[src/hdl/wfpa_pkg.sv]
package wfpa_pkg;

  localparam int MEM_SIZE_DEF  = 4096;
  localparam int MAX_PARTS_DEF = 64;

  localparam int SIZE_W  = 13;
  localparam int ADDR_W  = 12;
  localparam int ID_W    = 8;
  localparam int STAT_W  = 3;

  localparam logic [ID_W-1:0] ID_RESERVED = 8'd32;

  localparam logic [STAT_W-1:0] ST_OK        = 3'd0;
  localparam logic [STAT_W-1:0] ST_TOO_BIG   = 3'd1;
  localparam logic [STAT_W-1:0] ST_DUP       = 3'd2;
  localparam logic [STAT_W-1:0] ST_NO_SPACE  = 3'd3;
  localparam logic [STAT_W-1:0] ST_NOT_FOUND = 3'd4;
  localparam logic [STAT_W-1:0] ST_FULL      = 3'd5;

  localparam logic OP_ALLOC = 1'b0;
  localparam logic OP_FREE  = 1'b1;

  // Commands from the controller to the datapath.
  typedef struct packed {
    logic load;       // capture the request
    logic scan_clr;   // restart the table scan
    logic scan_step;  // examine the entry whose read data is now valid
    logic decide;     // register the decision from scan results
    logic wr_free;    // rewrite the found entry as free
    logic shift_step; // move one entry down over the removed hole
    logic wr_new;     // append the allocated entry
    logic wr_rem;     // append the remainder hole
    logic finish;     // write the result register
  } wfpa_cmd_t;

  typedef struct packed {
    logic scan_done;
    logic shift_done;
    logic do_free;    // free request found its id
    logic do_hole;    // allocation reuses a hole
    logic do_tail;    // allocation at the tail
    logic has_rem;    // hole leaves a remainder
  } wfpa_stat_t;

endpackage

[src/hdl/wfpa_if.sv]
interface wfpa_in_if;
  logic                       valid;
  logic                       ready;
  logic                       opcode;
  logic [wfpa_pkg::ID_W-1:0]  part_id;
  logic [wfpa_pkg::SIZE_W-1:0] req_size;
  modport source (output valid, opcode, part_id, req_size, input ready);
  modport sink   (input valid, opcode, part_id, req_size, output ready);
endinterface

interface wfpa_out_if;
  logic                        valid;
  logic                        ready;
  logic [wfpa_pkg::STAT_W-1:0] status;
  logic [wfpa_pkg::ADDR_W-1:0] start_addr;
  modport source (output valid, status, start_addr, input ready);
  modport sink   (input valid, status, start_addr, output ready);
endinterface

[src/hdl/wfpa_ram.sv]
module wfpa_ram #(
  parameter int WIDTH = 8,
  parameter int DEPTH = 16
) (
  input  logic                     clk,
  input  logic                     we,
  input  logic [$clog2(DEPTH)-1:0] waddr,
  input  logic [WIDTH-1:0]         wdata,
  input  logic [$clog2(DEPTH)-1:0] raddr,
  output logic [WIDTH-1:0]         rdata
);
  logic [WIDTH-1:0] mem [DEPTH];

  always_ff @(posedge clk) begin
    if (we) begin
      mem[waddr] <= wdata;
    end
    rdata <= mem[raddr];
  end
endmodule

[src/hdl/wfpa_ctrl.sv]
module wfpa_ctrl (
  input  logic                clk,
  input  logic                rst_n,
  input  logic                in_fire,
  input  logic                out_busy,
  input  wfpa_pkg::wfpa_stat_t st,
  output wfpa_pkg::wfpa_cmd_t  cmd,
  output logic                idle
);
  import wfpa_pkg::*;

  localparam logic [2:0] S_IDLE  = 3'd0;
  localparam logic [2:0] S_SCAN  = 3'd1;
  localparam logic [2:0] S_DEC   = 3'd2;
  localparam logic [2:0] S_ACT   = 3'd3;
  localparam logic [2:0] S_SHIFT = 3'd4;
  localparam logic [2:0] S_NEW   = 3'd5;
  localparam logic [2:0] S_REM   = 3'd6;
  localparam logic [2:0] S_DONE  = 3'd7;

  logic [2:0] state_r, state_nxt;

  always_ff @(posedge clk) begin
    if (!rst_n) begin
      state_r <= S_IDLE;
    end else begin
      state_r <= state_nxt;
    end
  end

  always_comb begin
    cmd       = '0;
    state_nxt = state_r;
    idle      = 1'b0;
    unique case (state_r)
      S_IDLE: begin
        idle = 1'b1;
        if (in_fire) begin
          cmd.load     = 1'b1;
          cmd.scan_clr = 1'b1;
          state_nxt    = S_SCAN;
        end
      end
      S_SCAN: begin
        if (st.scan_done) begin
          state_nxt = S_DEC;
        end else begin
          cmd.scan_step = 1'b1;
        end
      end
      S_DEC: begin
        cmd.decide = 1'b1;
        state_nxt  = S_ACT;
      end
      S_ACT: begin
        if (st.do_free) begin
          cmd.wr_free = 1'b1;
          state_nxt   = S_DONE;
        end else if (st.do_hole) begin
          state_nxt = S_SHIFT;
        end else if (st.do_tail) begin
          state_nxt = S_NEW;
        end else begin
          state_nxt = S_DONE;
        end
      end
      S_SHIFT: begin
        if (st.shift_done) begin
          state_nxt = S_NEW;
        end else begin
          cmd.shift_step = 1'b1;
        end
      end
      S_NEW: begin
        cmd.wr_new = 1'b1;
        state_nxt  = st.has_rem ? S_REM : S_DONE;
      end
      S_REM: begin
        cmd.wr_rem = 1'b1;
        state_nxt  = S_DONE;
      end
      S_DONE: begin
        if (!out_busy) begin
          cmd.finish = 1'b1;
          state_nxt  = S_IDLE;
        end
      end
      default: state_nxt = S_IDLE;
    endcase
  end
endmodule

[src/hdl/wfpa_dp.sv]
module wfpa_dp #(
  parameter int MEM_SIZE  = wfpa_pkg::MEM_SIZE_DEF,
  parameter int MAX_PARTS = wfpa_pkg::MAX_PARTS_DEF
) (
  input  logic                          clk,
  input  logic                          rst_n,
  input  wfpa_pkg::wfpa_cmd_t           cmd,
  output wfpa_pkg::wfpa_stat_t          st,
  input  logic                          cfg_we,
  input  logic [wfpa_pkg::SIZE_W-1:0]   cfg_wdata,
  input  logic                          in_opcode,
  input  logic [wfpa_pkg::ID_W-1:0]     in_part_id,
  input  logic [wfpa_pkg::SIZE_W-1:0]   in_req_size,
  output logic [wfpa_pkg::STAT_W-1:0]   res_status,
  output logic [wfpa_pkg::ADDR_W-1:0]   res_addr,
  output logic [$clog2(MAX_PARTS+1)-1:0] count
);
  import wfpa_pkg::*;

  localparam int IW = $clog2(MAX_PARTS);
  localparam int CW = $clog2(MAX_PARTS + 1);
  localparam int SW = $clog2(MEM_SIZE + 1);
  localparam int EW = SW + 1;
  localparam int XW = (SW > SIZE_W) ? SW : SIZE_W;
  // entry layout: start, size, id, free
  localparam int EWID = SW + SW + ID_W + 1;

  logic [EWID-1:0] rd_data, wr_data;
  logic [IW-1:0]   raddr, waddr;
  logic            we;

  wfpa_ram #(.WIDTH(EWID), .DEPTH(MAX_PARTS)) u_ram (
    .clk(clk), .we(we), .waddr(waddr), .wdata(wr_data), .raddr(raddr), .rdata(rd_data)
  );

  logic [SW-1:0]   e_start, e_size;
  logic [ID_W-1:0] e_id;
  logic            e_free;
  assign {e_start, e_size, e_id, e_free} = rd_data;

  logic [SIZE_W-1:0] total_r;
  logic              op_r;
  logic [ID_W-1:0]   id_r;
  logic [SIZE_W-1:0] req_r;
  logic [CW-1:0]     cnt_r;
  logic [CW-1:0]     ptr_r;     // next address to read
  logic [CW-1:0]     exam_r;    // index of entry in rd_data
  logic              rd_vld_r;
  logic              found_r;
  logic [IW-1:0]     found_idx_r;
  logic [SW-1:0]     fsize_r;
  logic              hole_ok_r;
  logic [SW-1:0]     best_r;
  logic [IW-1:0]     best_idx_r;
  logic [SW-1:0]     best_start_r;
  logic [SW-1:0]     hstart_r;
  logic [EW-1:0]     hi_r;
  logic [STAT_W-1:0] stat_r;
  logic [SW-1:0]     addr_r;
  logic              do_free_r, do_hole_r, do_tail_r, has_rem_r;
  logic [CW-1:0]     sh_r;      // destination of the next shift move
  logic              sh_vld_r;
  logic [STAT_W-1:0] res_status_r;
  logic [ADDR_W-1:0] res_addr_r;

  assign count      = cnt_r;
  assign res_status = res_status_r;
  assign res_addr   = res_addr_r;

  logic [XW-1:0] tot_eff;
  assign tot_eff = (XW'(total_r) > XW'(MEM_SIZE)) ? XW'(MEM_SIZE) : XW'(total_r);

  logic [EW-1:0] tail;
  assign tail = (hi_r < EW'(tot_eff)) ? EW'(tot_eff) - hi_r : '0;

  logic scan_done;
  assign scan_done = (ptr_r >= cnt_r) && !rd_vld_r;

  logic [EW-1:0] e_end;
  assign e_end = EW'(e_start) + EW'(e_size);

  // Read address: scan pointer while scanning, shift source while shifting.
  // During a move the entry two above the destination is fetched for the next move.
  always_comb begin
    raddr = ptr_r[IW-1:0];
    if (cmd.shift_step && sh_vld_r) begin
      raddr = IW'(sh_r + CW'(2));
    end else if (cmd.shift_step || do_hole_r) begin
      raddr = IW'(sh_r + CW'(1));
    end
  end

  logic [EW-1:0] hsz_e;
  assign hsz_e = EW'(best_r);

  always_comb begin
    we      = 1'b0;
    waddr   = '0;
    wr_data = rd_data;
    if (cmd.wr_free) begin
      we      = 1'b1;
      waddr   = found_idx_r;
      wr_data = {hstart_r, fsize_r, ID_RESERVED, 1'b1};
    end else if (cmd.shift_step && sh_vld_r) begin
      we      = 1'b1;
      waddr   = sh_r[IW-1:0];
      wr_data = rd_data;
    end else if (cmd.wr_new) begin
      we      = 1'b1;
      waddr   = do_hole_r ? IW'(cnt_r - CW'(1)) : cnt_r[IW-1:0];
      wr_data = {addr_r, SW'(req_r), id_r, 1'b0};
    end else if (cmd.wr_rem) begin
      we      = 1'b1;
      waddr   = cnt_r[IW-1:0];
      wr_data = {SW'(best_start_r + SW'(req_r)), SW'(best_r - SW'(req_r)), ID_RESERVED, 1'b1};
    end
  end

  assign st.scan_done  = scan_done;
  assign st.shift_done = (sh_r + CW'(1) >= cnt_r);
  assign st.do_free    = do_free_r;
  assign st.do_hole    = do_hole_r;
  assign st.do_tail    = do_tail_r;
  assign st.has_rem    = has_rem_r;

  always_ff @(posedge clk) begin
    if (!rst_n) begin
      total_r <= SIZE_W'(MEM_SIZE);
      cnt_r   <= '0;
    end else begin
      if (cfg_we) begin
        total_r <= cfg_wdata;
      end
      if (cmd.shift_step && sh_vld_r) begin
        cnt_r <= cnt_r;
      end
      if (cmd.wr_new) begin
        cnt_r <= do_hole_r ? cnt_r : cnt_r + CW'(1);
      end
      if (cmd.wr_rem) begin
        cnt_r <= cnt_r + CW'(1);
      end
    end
  end

  always_ff @(posedge clk) begin
    if (cmd.load) begin
      op_r  <= in_opcode;
      id_r  <= in_part_id;
      req_r <= in_req_size;
    end
    if (cmd.scan_clr) begin
      ptr_r     <= '0;
      rd_vld_r  <= 1'b0;
      found_r   <= 1'b0;
      hole_ok_r <= 1'b0;
      best_r    <= '0;
      hi_r      <= '0;
      do_free_r <= 1'b0;
      do_hole_r <= 1'b0;
      do_tail_r <= 1'b0;
      has_rem_r <= 1'b0;
    end else if (cmd.scan_step) begin
      rd_vld_r <= (ptr_r < cnt_r);
      exam_r   <= ptr_r;
      if (ptr_r < cnt_r) begin
        ptr_r <= ptr_r + CW'(1);
      end
      if (rd_vld_r) begin
        if (!found_r && e_id == id_r) begin
          found_r     <= 1'b1;
          found_idx_r <= exam_r[IW-1:0];
          hstart_r    <= e_start;
          fsize_r     <= e_size;
        end
        if (e_free && e_size > best_r) begin
          best_r       <= e_size;
          best_idx_r   <= exam_r[IW-1:0];
          best_start_r <= e_start;
          hole_ok_r    <= 1'b1;
        end
        if (e_end > hi_r) begin
          hi_r <= e_end;
        end
      end
    end
    if (cmd.decide) begin
      do_free_r <= 1'b0;
      do_hole_r <= 1'b0;
      do_tail_r <= 1'b0;
      has_rem_r <= 1'b0;
      addr_r    <= '0;
      stat_r    <= ST_OK;
      sh_r      <= CW'(best_idx_r);
      sh_vld_r  <= 1'b0;
      if (op_r == OP_FREE) begin
        if (id_r == ID_RESERVED || !found_r) begin
          stat_r <= ST_NOT_FOUND;
        end else begin
          do_free_r <= 1'b1;
          addr_r    <= hstart_r;
        end
      end else if (XW'(req_r) > tot_eff) begin
        stat_r <= ST_TOO_BIG;
      end else if (id_r == ID_RESERVED || found_r) begin
        stat_r <= ST_DUP;
      end else if (hole_ok_r && hsz_e >= tail) begin
        if (req_r == '0 || best_r < SW'(req_r)) begin
          stat_r <= ST_NO_SPACE;
        end else if (best_r > SW'(req_r) && cnt_r >= CW'(MAX_PARTS)) begin
          stat_r <= ST_FULL;
        end else begin
          do_hole_r <= 1'b1;
          has_rem_r <= best_r > SW'(req_r);
          addr_r    <= best_start_r;
        end
      end else begin
        if (req_r == '0 || tail < EW'(req_r)) begin
          stat_r <= ST_NO_SPACE;
        end else if (cnt_r >= CW'(MAX_PARTS)) begin
          stat_r <= ST_FULL;
        end else begin
          do_tail_r <= 1'b1;
          addr_r    <= SW'(hi_r);
        end
      end
    end
    // The first shift cycle only waits for the entry above the hole at the read port.
    if (cmd.shift_step) begin
      if (!sh_vld_r) begin
        sh_vld_r <= 1'b1;
      end else begin
        sh_r     <= sh_r + CW'(1);
      end
    end
    if (cmd.finish) begin
      res_status_r <= stat_r;
      res_addr_r   <= (stat_r == ST_OK) ? ADDR_W'(addr_r) : '0;
    end
  end
endmodule

[src/hdl/worst_fit_partition_allocator_core.sv]
// Worst-fit partition allocator.
// Requests enter on the in_ channel (opcode, part_id, req_size) with a
// valid/ready handshake; one result (status, start_addr) leaves on the out_
// channel for each request. One request is worked at a time.
// The partition table sits in a RAM with a registered read that is scanned
// one entry per cycle for the id, the largest free hole and the highest end.
// After acceptance the table is scanned and a decision is registered. A
// rejected request then goes to the result, a free rewrites the found entry,
// a tail allocation appends the new entry, and for a reused hole the entries
// above it move down one per cycle; then the entry and any remainder follow.
// The result is held in an output register; the next request is accepted the
// cycle after the result has been written there, even while the receiver
// stalls, and its own result waits until the register is emptied.
// Reset empties the table and sets total_size to MEM_SIZE. The cfg_ write
// updates total_size and is meant to be used while the block is idle.
module worst_fit_partition_allocator_core #(
  parameter int MEM_SIZE  = wfpa_pkg::MEM_SIZE_DEF,
  parameter int MAX_PARTS = wfpa_pkg::MAX_PARTS_DEF
) (
  input  logic                        clk,
  input  logic                        rst_n,
  input  logic                        cfg_we,
  input  logic [wfpa_pkg::SIZE_W-1:0] cfg_wdata,
  wfpa_in_if.sink                     in_ch,
  wfpa_out_if.source                  out_ch
);
  import wfpa_pkg::*;

  wfpa_cmd_t  cmd;
  wfpa_stat_t st;
  logic       idle;
  logic       in_fire;
  logic       out_vld_r;
  logic [STAT_W-1:0] res_status;
  logic [ADDR_W-1:0] res_addr;
  logic [$clog2(MAX_PARTS+1)-1:0] count;

  assign in_ch.ready = idle;
  assign in_fire     = in_ch.valid && idle;

  wfpa_ctrl u_ctrl (
    .clk(clk), .rst_n(rst_n), .in_fire(in_fire),
    .out_busy(out_vld_r && !out_ch.ready), .st(st), .cmd(cmd), .idle(idle)
  );

  wfpa_dp #(.MEM_SIZE(MEM_SIZE), .MAX_PARTS(MAX_PARTS)) u_dp (
    .clk(clk), .rst_n(rst_n), .cmd(cmd), .st(st),
    .cfg_we(cfg_we), .cfg_wdata(cfg_wdata),
    .in_opcode(in_ch.opcode), .in_part_id(in_ch.part_id), .in_req_size(in_ch.req_size),
    .res_status(res_status), .res_addr(res_addr), .count(count)
  );

  always_ff @(posedge clk) begin
    if (!rst_n) begin
      out_vld_r <= 1'b0;
    end else if (cmd.finish) begin
      out_vld_r <= 1'b1;
    end else if (out_ch.ready) begin
      out_vld_r <= 1'b0;
    end
  end

  assign out_ch.valid      = out_vld_r;
  assign out_ch.status     = res_status;
  assign out_ch.start_addr = res_addr;

  a_count_range: assert property (@(posedge clk) disable iff (!rst_n)
    count <= ($clog2(MAX_PARTS+1))'(MAX_PARTS)) else $error("entry count overflow");
  a_finish_free: assert property (@(posedge clk) disable iff (!rst_n)
    cmd.finish |-> !(out_vld_r && !out_ch.ready)) else $error("result overwritten");
  a_ok_status: assert property (@(posedge clk) disable iff (!rst_n)
    out_vld_r && out_ch.status != ST_OK |-> out_ch.start_addr == '0)
    else $error("address on error");
endmodule

[src/flat_wrapper.sv]
// flat-port wrapper written by rule: the top's interface ports become plain ports
module worst_fit_partition_allocator_core_flat import wfpa_pkg::*;
#(
  parameter int MEM_SIZE  = wfpa_pkg::MEM_SIZE_DEF,
  parameter int MAX_PARTS = wfpa_pkg::MAX_PARTS_DEF
)
  (clk, rst_n, cfg_we, cfg_wdata, in_ch_valid, in_ch_opcode, in_ch_part_id, in_ch_req_size, in_ch_ready, out_ch_valid, out_ch_status, out_ch_start_addr, out_ch_ready);
  wfpa_in_if in_ch_i ();
  wfpa_out_if out_ch_i ();
  input  logic clk;
  input  logic rst_n;
  input  logic cfg_we;
  input  logic [wfpa_pkg::SIZE_W-1:0] cfg_wdata;
  input wire logic [$bits(in_ch_i.valid)-1:0] in_ch_valid;
  input wire logic [$bits(in_ch_i.opcode)-1:0] in_ch_opcode;
  input wire logic [$bits(in_ch_i.part_id)-1:0] in_ch_part_id;
  input wire logic [$bits(in_ch_i.req_size)-1:0] in_ch_req_size;
  output wire logic [$bits(in_ch_i.ready)-1:0] in_ch_ready;
  output wire logic [$bits(out_ch_i.valid)-1:0] out_ch_valid;
  output wire logic [$bits(out_ch_i.status)-1:0] out_ch_status;
  output wire logic [$bits(out_ch_i.start_addr)-1:0] out_ch_start_addr;
  input wire logic [$bits(out_ch_i.ready)-1:0] out_ch_ready;
  assign in_ch_i.valid = in_ch_valid;
  assign in_ch_i.opcode = in_ch_opcode;
  assign in_ch_i.part_id = in_ch_part_id;
  assign in_ch_i.req_size = in_ch_req_size;
  assign in_ch_ready = in_ch_i.ready;
  assign out_ch_valid = out_ch_i.valid;
  assign out_ch_status = out_ch_i.status;
  assign out_ch_start_addr = out_ch_i.start_addr;
  assign out_ch_i.ready = out_ch_ready;
  worst_fit_partition_allocator_core #(.MEM_SIZE(MEM_SIZE), .MAX_PARTS(MAX_PARTS)) u_core (.clk(clk), .rst_n(rst_n), .cfg_we(cfg_we), .cfg_wdata(cfg_wdata), .in_ch(in_ch_i), .out_ch(out_ch_i));
endmodule
[config.mk]
export PLATFORM = sky130hd
export DESIGN_NAME = worst_fit_partition_allocator_core_flat
export DESIGN_NICKNAME = d
export VERILOG_FILES = /design/src/hdl/wfpa_pkg.sv /design/src/hdl/wfpa_if.sv /design/src/hdl/wfpa_ram.sv /design/src/hdl/wfpa_ctrl.sv /design/src/hdl/wfpa_dp.sv /design/src/hdl/worst_fit_partition_allocator_core.sv /design/src/flat_wrapper.sv
export SDC_FILE = /design/constraint.sdc
export NUM_CORES = 2
export LEC_CHECK = 0
export BUFFER_PORTS_ARGS = -buffer_cell sky130_fd_sc_hd__buf_2
export CAP_MARGIN = 0
export CORE_UTILIZATION = 50
export DETAILED_ROUTE_END_ITERATION = 16
export HOLD_SLACK_MARGIN = 0.12
export PLACE_DENSITY = 0.68
export SYNTH_ARGS = -nofsm -noshare
export SYNTH_HDL_FRONTEND = slang
export SYNTH_HIERARCHICAL = 1
export SYNTH_SLANG_ARGS = --single-unit
[constraint.sdc]
create_clock -name clk -period 8.78 [get_ports clk]
set_input_delay 0.878 -clock clk [delete_from_list [all_inputs] [get_ports clk]]
set_output_delay 0.878 -clock clk [all_outputs]
set_load 0.005 [all_outputs]
# ---- Word-level counts from Yosys, hierarchy flattened
# Memories as Yosys holds them, arrays and structs flattened. A register that Yosys moved wholly into a read port is not among the register bits.
# Index checks and enable logic that the tools add are counted.
# W data, S select, Z words.
dict set report word_totals {
  ff_bits 183
  mem_bits_rw 2240
  inputBits 40
  out_inout_bits 17
  elab_cells 194
  mem_count 1
}
dict set report classes {
  add_sub_neg 9
  order_cmp 13
  eq_ne 14
  muxes 96
  bitwise 1
  reduce_logical 31
}
# name words word_bits read_ports rd_ports_with_merged_regs write_ports line_no
set memory_table {}
lappend memory_table {u_core.u_dp.u_ram.mem 64 35 1 1 1 wfpa_ram.sv:12} ;# logic [WIDTH-1:0] mem [DEPTH];
# op count
set op_table {}
lappend op_table {{$mux W35} 4}
lappend op_table {{$mux W13} 10}
lappend op_table {{$mux W1} 49}
lappend op_table {{$mux W3} 15}
lappend op_table {{$mux W6} 7}
lappend op_table {{$mux W7} 6}
lappend op_table {{$gt A13 B13 Y1} 3}
lappend op_table {{$lt A14 B13 Y1} 2}
lappend op_table {{$pmux W3 S8} 1}
lappend op_table {{$add A7 B1 Y7 const B} 3}
lappend op_table {{$add A13 B13 Y14} 1}
lappend op_table {{$ge A13 B14 Y1} 1}
lappend op_table {{$ge A7 B7 Y1} 2}
lappend op_table {{$gt A14 B14 Y1} 1}
lappend op_table {{$mux W14} 1}
lappend op_table {{$sub A13 B14 Y14} 1}
lappend op_table {{$add A13 B13 Y13} 1}
lappend op_table {{$gt A13 B13 Y1 const B} 1}
lappend op_table {{$logic_not A13 Y1} 1}
lappend op_table {{$lt A13 B13 Y1} 1}
lappend op_table {{$sub A13 B13 Y13} 1}
lappend op_table {{$eq A3 B3 Y1 const B} 4}
lappend op_table {{$reduce_and A4 Y1} 3}
lappend op_table {{$reduce_and A3 Y1} 3}
lappend op_table {{18 further kinds} 42}

# ---- Longest topological paths before layout
dict set report logic_depth {
  word_depth 12
  mapped_depth 24
  depth_no_buf 22
}

# ---- Hierarchy
# The synthesis kept the hierarchy.
# module instances cells_per_inst area_each_um2 seq_area_each_um2
set modules_own_cells {}
lappend modules_own_cells {wfpa_ram 1 3846 86261.5 67965.2}
lappend modules_own_cells {wfpa_dp 1 1292 12200.5 4724.5}
lappend modules_own_cells {wfpa_ctrl 1 32 247.7 60.1}
lappend modules_own_cells {worst_fit_partition_allocator_core 1 4 47.5 20.0}

# ---- Worst setup path after synthesis
# No wires, ideal clock.
dict set report synth_timing {
  path_kind {register to register}
  from {reg u_core.u_dp.sh_r[2]}
  to {mem u_core/u_dp/u_ram/mem[0][21] in the netlist's numbering (data pin)}
  setup_ns 0.906
  arrival_time_ns 5.764
  required_time_ns 7.874
  setup_slack_ns 2.111
  stages_incl_launch_ff 14
  path_buffers 2
  path_cell_list {dfxtp_1 -> ha_1 -> and3_1 -> nand2_1 -> xnor2_1 -> ha_1 -> nor2b_1 -> o21ai_0 -> nand2b_1 -> nor4_1 -> and2_0 -> clkbuf_1 -> clkbuf_1 -> o41ai_1}
}
# element line_no
set synth_lines {}
lappend synth_lines {{from (decl)} wfpa_dp.sv:61} ;# logic [CW-1:0] sh_r;
lappend synth_lines {{from (signal assigned)} wfpa_dp.sv:194} ;# sh_r <= CW'(best_idx_r);
lappend synth_lines {{from (signal assigned)} wfpa_dp.sv:233} ;# sh_r <= sh_r + CW'(1);
lappend synth_lines {{to (decl)} wfpa_ram.sv:12}

==> results.cfg <==
[clock_network]
clk_pin_slew_ps = 60
clock_path_buffers = 3
root_buffer = clkbuf_16
clk_latency_ps = 900
cts_buffers = 237
cts_tree = done
cts_resized = 0
clkSinkCount = 2458
htreeDepth = 4

[power_and_ir_drop]
ir_worst_vdd_mv = 0.374
internal-power_mw = 25.5
pwr-share-seq_pct = 38.9
p_sw_share_pct = 36.5
switchingPower_mw = 14.6
powerDensity_nw_per_um2 = 362
p_comb_share_pct = 36.4
p_leak_nw = 35.0
clkPwrFrac_pct = 24.7

[placement]
routabilityCongestion = 0.900
port_buffers = 56
dp_hpwl_mm = 160

[logic_synthesis]
ys_seq_elements = 2458
synth_nets = 5354
synth_area_leaders = edfxtp_1 72%, mux4_2 11%, dfxtp_1 2.1%, mux2i_1 2.0%, ha_1 1.7%
synth_top_cell_by_area = edfxtp_1
synth.most_common_cell = edfxtp_1
yosys-top-cells-count = 2354 x edfxtp_1, 486 x mux4_2, 211 x nand2_1
yosys_warnings = 6
synth_top_area_share_pct = 71.6
synth_cell_types = 91
synth-async-reset-ratio_pct = 0
netlist_instances = 5174
synth_edf_count = 2354
synth_area_um2 = 98800
ys_seq_area_share_pct = 73.7
synth_area_per_cell_um2 = 19.1
ys.flop_type = edfxtp_1

[sta]
fmaxAchievable_mhz = 132
fin_crit_sh_pct = 86.6
fin_skew_ps = 57.0
finalSetupTns_ps = 0
slew_headroom_pct = 5.22
whs_ps = 183
rsz0062_at_grt = false
setup_viol = 0
finalHoldViolations = 0
slew_viol_final = 0
fin_crit_ps = 7600
worstMarginPinSlew_ps = 1420

[routing]
ant_nets = 0
wl_per_cell_um = 31.8
wl_mm = 260
drtPass1Iterations = 6
drcViolationCount = 0
viasPerCell = 6.36
drt_iter0_drc = 7036
vias = 52000

[finish]
multi_input_area_um2 = 25200
n_fill_cell = 14400
register_area_um2 = 72800
drive_gt1_share_pct = 22.1
nets = 5516
syn_to_final_growth_pct = 12.1

[setup_path]
worstReg2RegStart = u_core/u_dp/sh_r[0]
crit_start = u_core/u_dp/sh_r[0]
crit_fanout = 26
slowest_stage = a21oi_1
worstSetupEndpointType = flip-flop
timing.critical_path.buf_inv = 2
required_ps = 9310
start_kind = flip-flop
crit_chain = ha_1 > xor2_1 > ha_1 > a21o_1 > a21o_1 > a21oi_1 > nor2b_1 > o21ai_0 > nand2b_1 > nor4_1 > and2_0 > buf_4 > a221oi_1 > a21oi_1 > nand2_1 > nor2_4 > buf_4
cp.arrival_ps = 8140
crit_type = reg -> reg
path_delay_family = simple AND/OR/NAND/NOR gates
crit_path_max_incr_delay_ps = 1110

[floorplanning]
die_h_um = 446
core.rowCount = 162
coreArea_um2 = 196000
ios = 57
die-area_um2 = 199000
die_width_um = 446
start_util_pct = 50.5

[outcome]
outcome = finished clean

[global_routing]
grt_max_degree = 112
grt_pass1_vias = 50100
grt_pass1_wl_mm = 371
track_usage_pct = 26.2
grt.overflow.total = 0
grt_antenna_before_repair = 19

[min_path]
hold_class = in -> reg
hp-start = in_ch_part_id[2]

[flow_run]
max-cap-violations = 0
==> metrics by stage <==
stage / instance area (um2) / worst slack [ps] / instances / util [%] / total power [mW]
2_1_floorplan: 98800 / 2110 / 5174 / - / 24.4
3_3_place_gp: 103000 / 1400 / 7720 / 52.7 / 30.1
6_report: 111000 / 1180 / 8165 / 56.6 / 40.1
5_1_grt: 111000 / 1060 / 8163 / 56.6 / 41.2
3_5_place_dp: 103000 / 1560 / 7720 / 52.7 / 30.3
4_1_cts: 111000 / 1520 / 8162 / 56.6 / 40.1
==> final timing paths <==
path / cells past startpoint / endpoint / slack (ps)
setup / recovery: 17 / u_core/u_dp/u_ram/mem[43][5] / 1180
hold / removal: 1 / u_core/u_dp/id_r[2] / 180
setup reg to reg: 17 / u_core/u_dp/u_ram/mem[43][5] / 1180
hold reg to reg: 0 / u_core/u_dp/best_idx_r[2] / 450
==> what timing repair did <==
item,CTS,global route
hold buffers,1,0
endpoints found under the hold margin,1,0
setup buffers,0,0
==> routing by layer <==
layer	GRT usage, %	up-vias	part of all wire [%]
li1	-	21600	-
met1	36.9	27300	39
met2	41.2	2701	47
met3	5.10	417	9.8
met4	9.02	12	3.6
met5	0	-	0.036
==> flip-flops by register name, summed over array words and instances, names as in the netlist, 6 cells and up <==
register	count
u_core/u_dp/addr_r	13
u_core/u_dp/best_idx_r	6
u_core/u_dp/best_r	13
u_core/u_dp/best_start_r	13
u_core/u_dp/count	7
u_core/u_dp/exam_r	6
u_core/u_dp/found_idx_r	6
u_core/u_dp/fsize_r	13
u_core/u_dp/hi_r	14
u_core/u_dp/hstart_r	13
u_core/u_dp/id_r	8
u_core/u_dp/ptr_r	7
u_core/u_dp/req_r	13
u_core/u_dp/res_addr	12
u_core/u_dp/sh_r	7
u_core/u_dp/total_r	13
u_core/u_dp/u_ram/mem	2240
u_core/u_dp/u_ram/rdata	35
==> cell families (layout without fill, tap and decap cells) <==
group | Yosys count | after routing | share of synthesized area (%)
flip-flops | 2458 | 2458 | 73.7
AND/OR/NAND/NOR | 767 | 767 | 3.83
multiplexers | 748 | 748 | 13.8
AO/OA/AOI/OAI | 621 | 621 | 4.46
buffers and inverters | 372 | 736 | 1.80
adder cells (fa/ha/maj) | 140 | 140 | 1.80
XOR/XNOR | 68 | 68 | 0.603
other | 0 | 3 | 0
==> power by group through the flow <==
stage / clock (mW) / sequential (mW) / combinational (mW)
after global placement: 0 / 15.8 / 14.3
after detailed placement: 0 / 15.8 / 14.4
after floorplan: 0 / 15.7 / 8.66
after global routing: 10.5 / 15.6 / 15.2
after CTS: 10.0 / 15.6 / 14.5
final: 9.89 / 15.6 / 14.6
==> layout make-up <==
class                   count  area share [%]
diodes                      3         0.00678
repair buffers            195            1.38
well taps                2624            2.97
clock buffers             305            5.66
flip-flops and latches   2458            65.7
clock inverters           136            1.16
multi-input cells        2344            22.7
inverters                 100           0.341
==> worst reg2reg max path: stages, from the launching register on <==
cell,delay [ps]
dfxtp_1,590
ha_1,260
xor2_1,270
ha_1,300
a21o_1,180
a21o_1,190
a21oi_1,160
nor2b_1,80
o21ai_0,190
nand2b_1,110
nor4_1,480
and2_0,450
buf_4,380
a221oi_1,150
a21oi_1,1110
nand2_1,890
nor2_4,990
buf_4,470
==> cells in the final DEF, fill, tap and decap left out, types with 23 or more instances in the layout <==
master | synthesis | routed
edfxtp_1 | 2354 | 2354
mux4_2 | 486 | 486
clkbuf_16 | 0 | 237
nand2_1 | 211 | 210
mux2i_1 | 196 | 196
ha_1 | 136 | 136
buf_4 | 28 | 122
nor2_1 | 182 | 109
o22ai_1 | 107 | 107
dfxtp_1 | 104 | 104
a21oi_1 | 96 | 92
inv_1 | 88 | 88
nand3_1 | 83 | 83
a22oi_1 | 76 | 76
nand4_1 | 73 | 73
nor2_4 | 0 | 71
mux2_2 | 66 | 63
clkinv_1 | 2 | 62
clkbuf_1 | 146 | 60
buf_2 | 50 | 56
xnor2_1 | 47 | 47
o221ai_1 | 43 | 43
a221o_1 | 42 | 41
and2_1 | 40 | 39
o21ai_0 | 48 | 38
nor2b_1 | 41 | 37
clkinv_2 | 0 | 36
a211oi_1 | 31 | 31
a21o_1 | 26 | 26
nand2b_1 | 25 | 23
No activity file was read; power rests on OpenSTA's default activity.
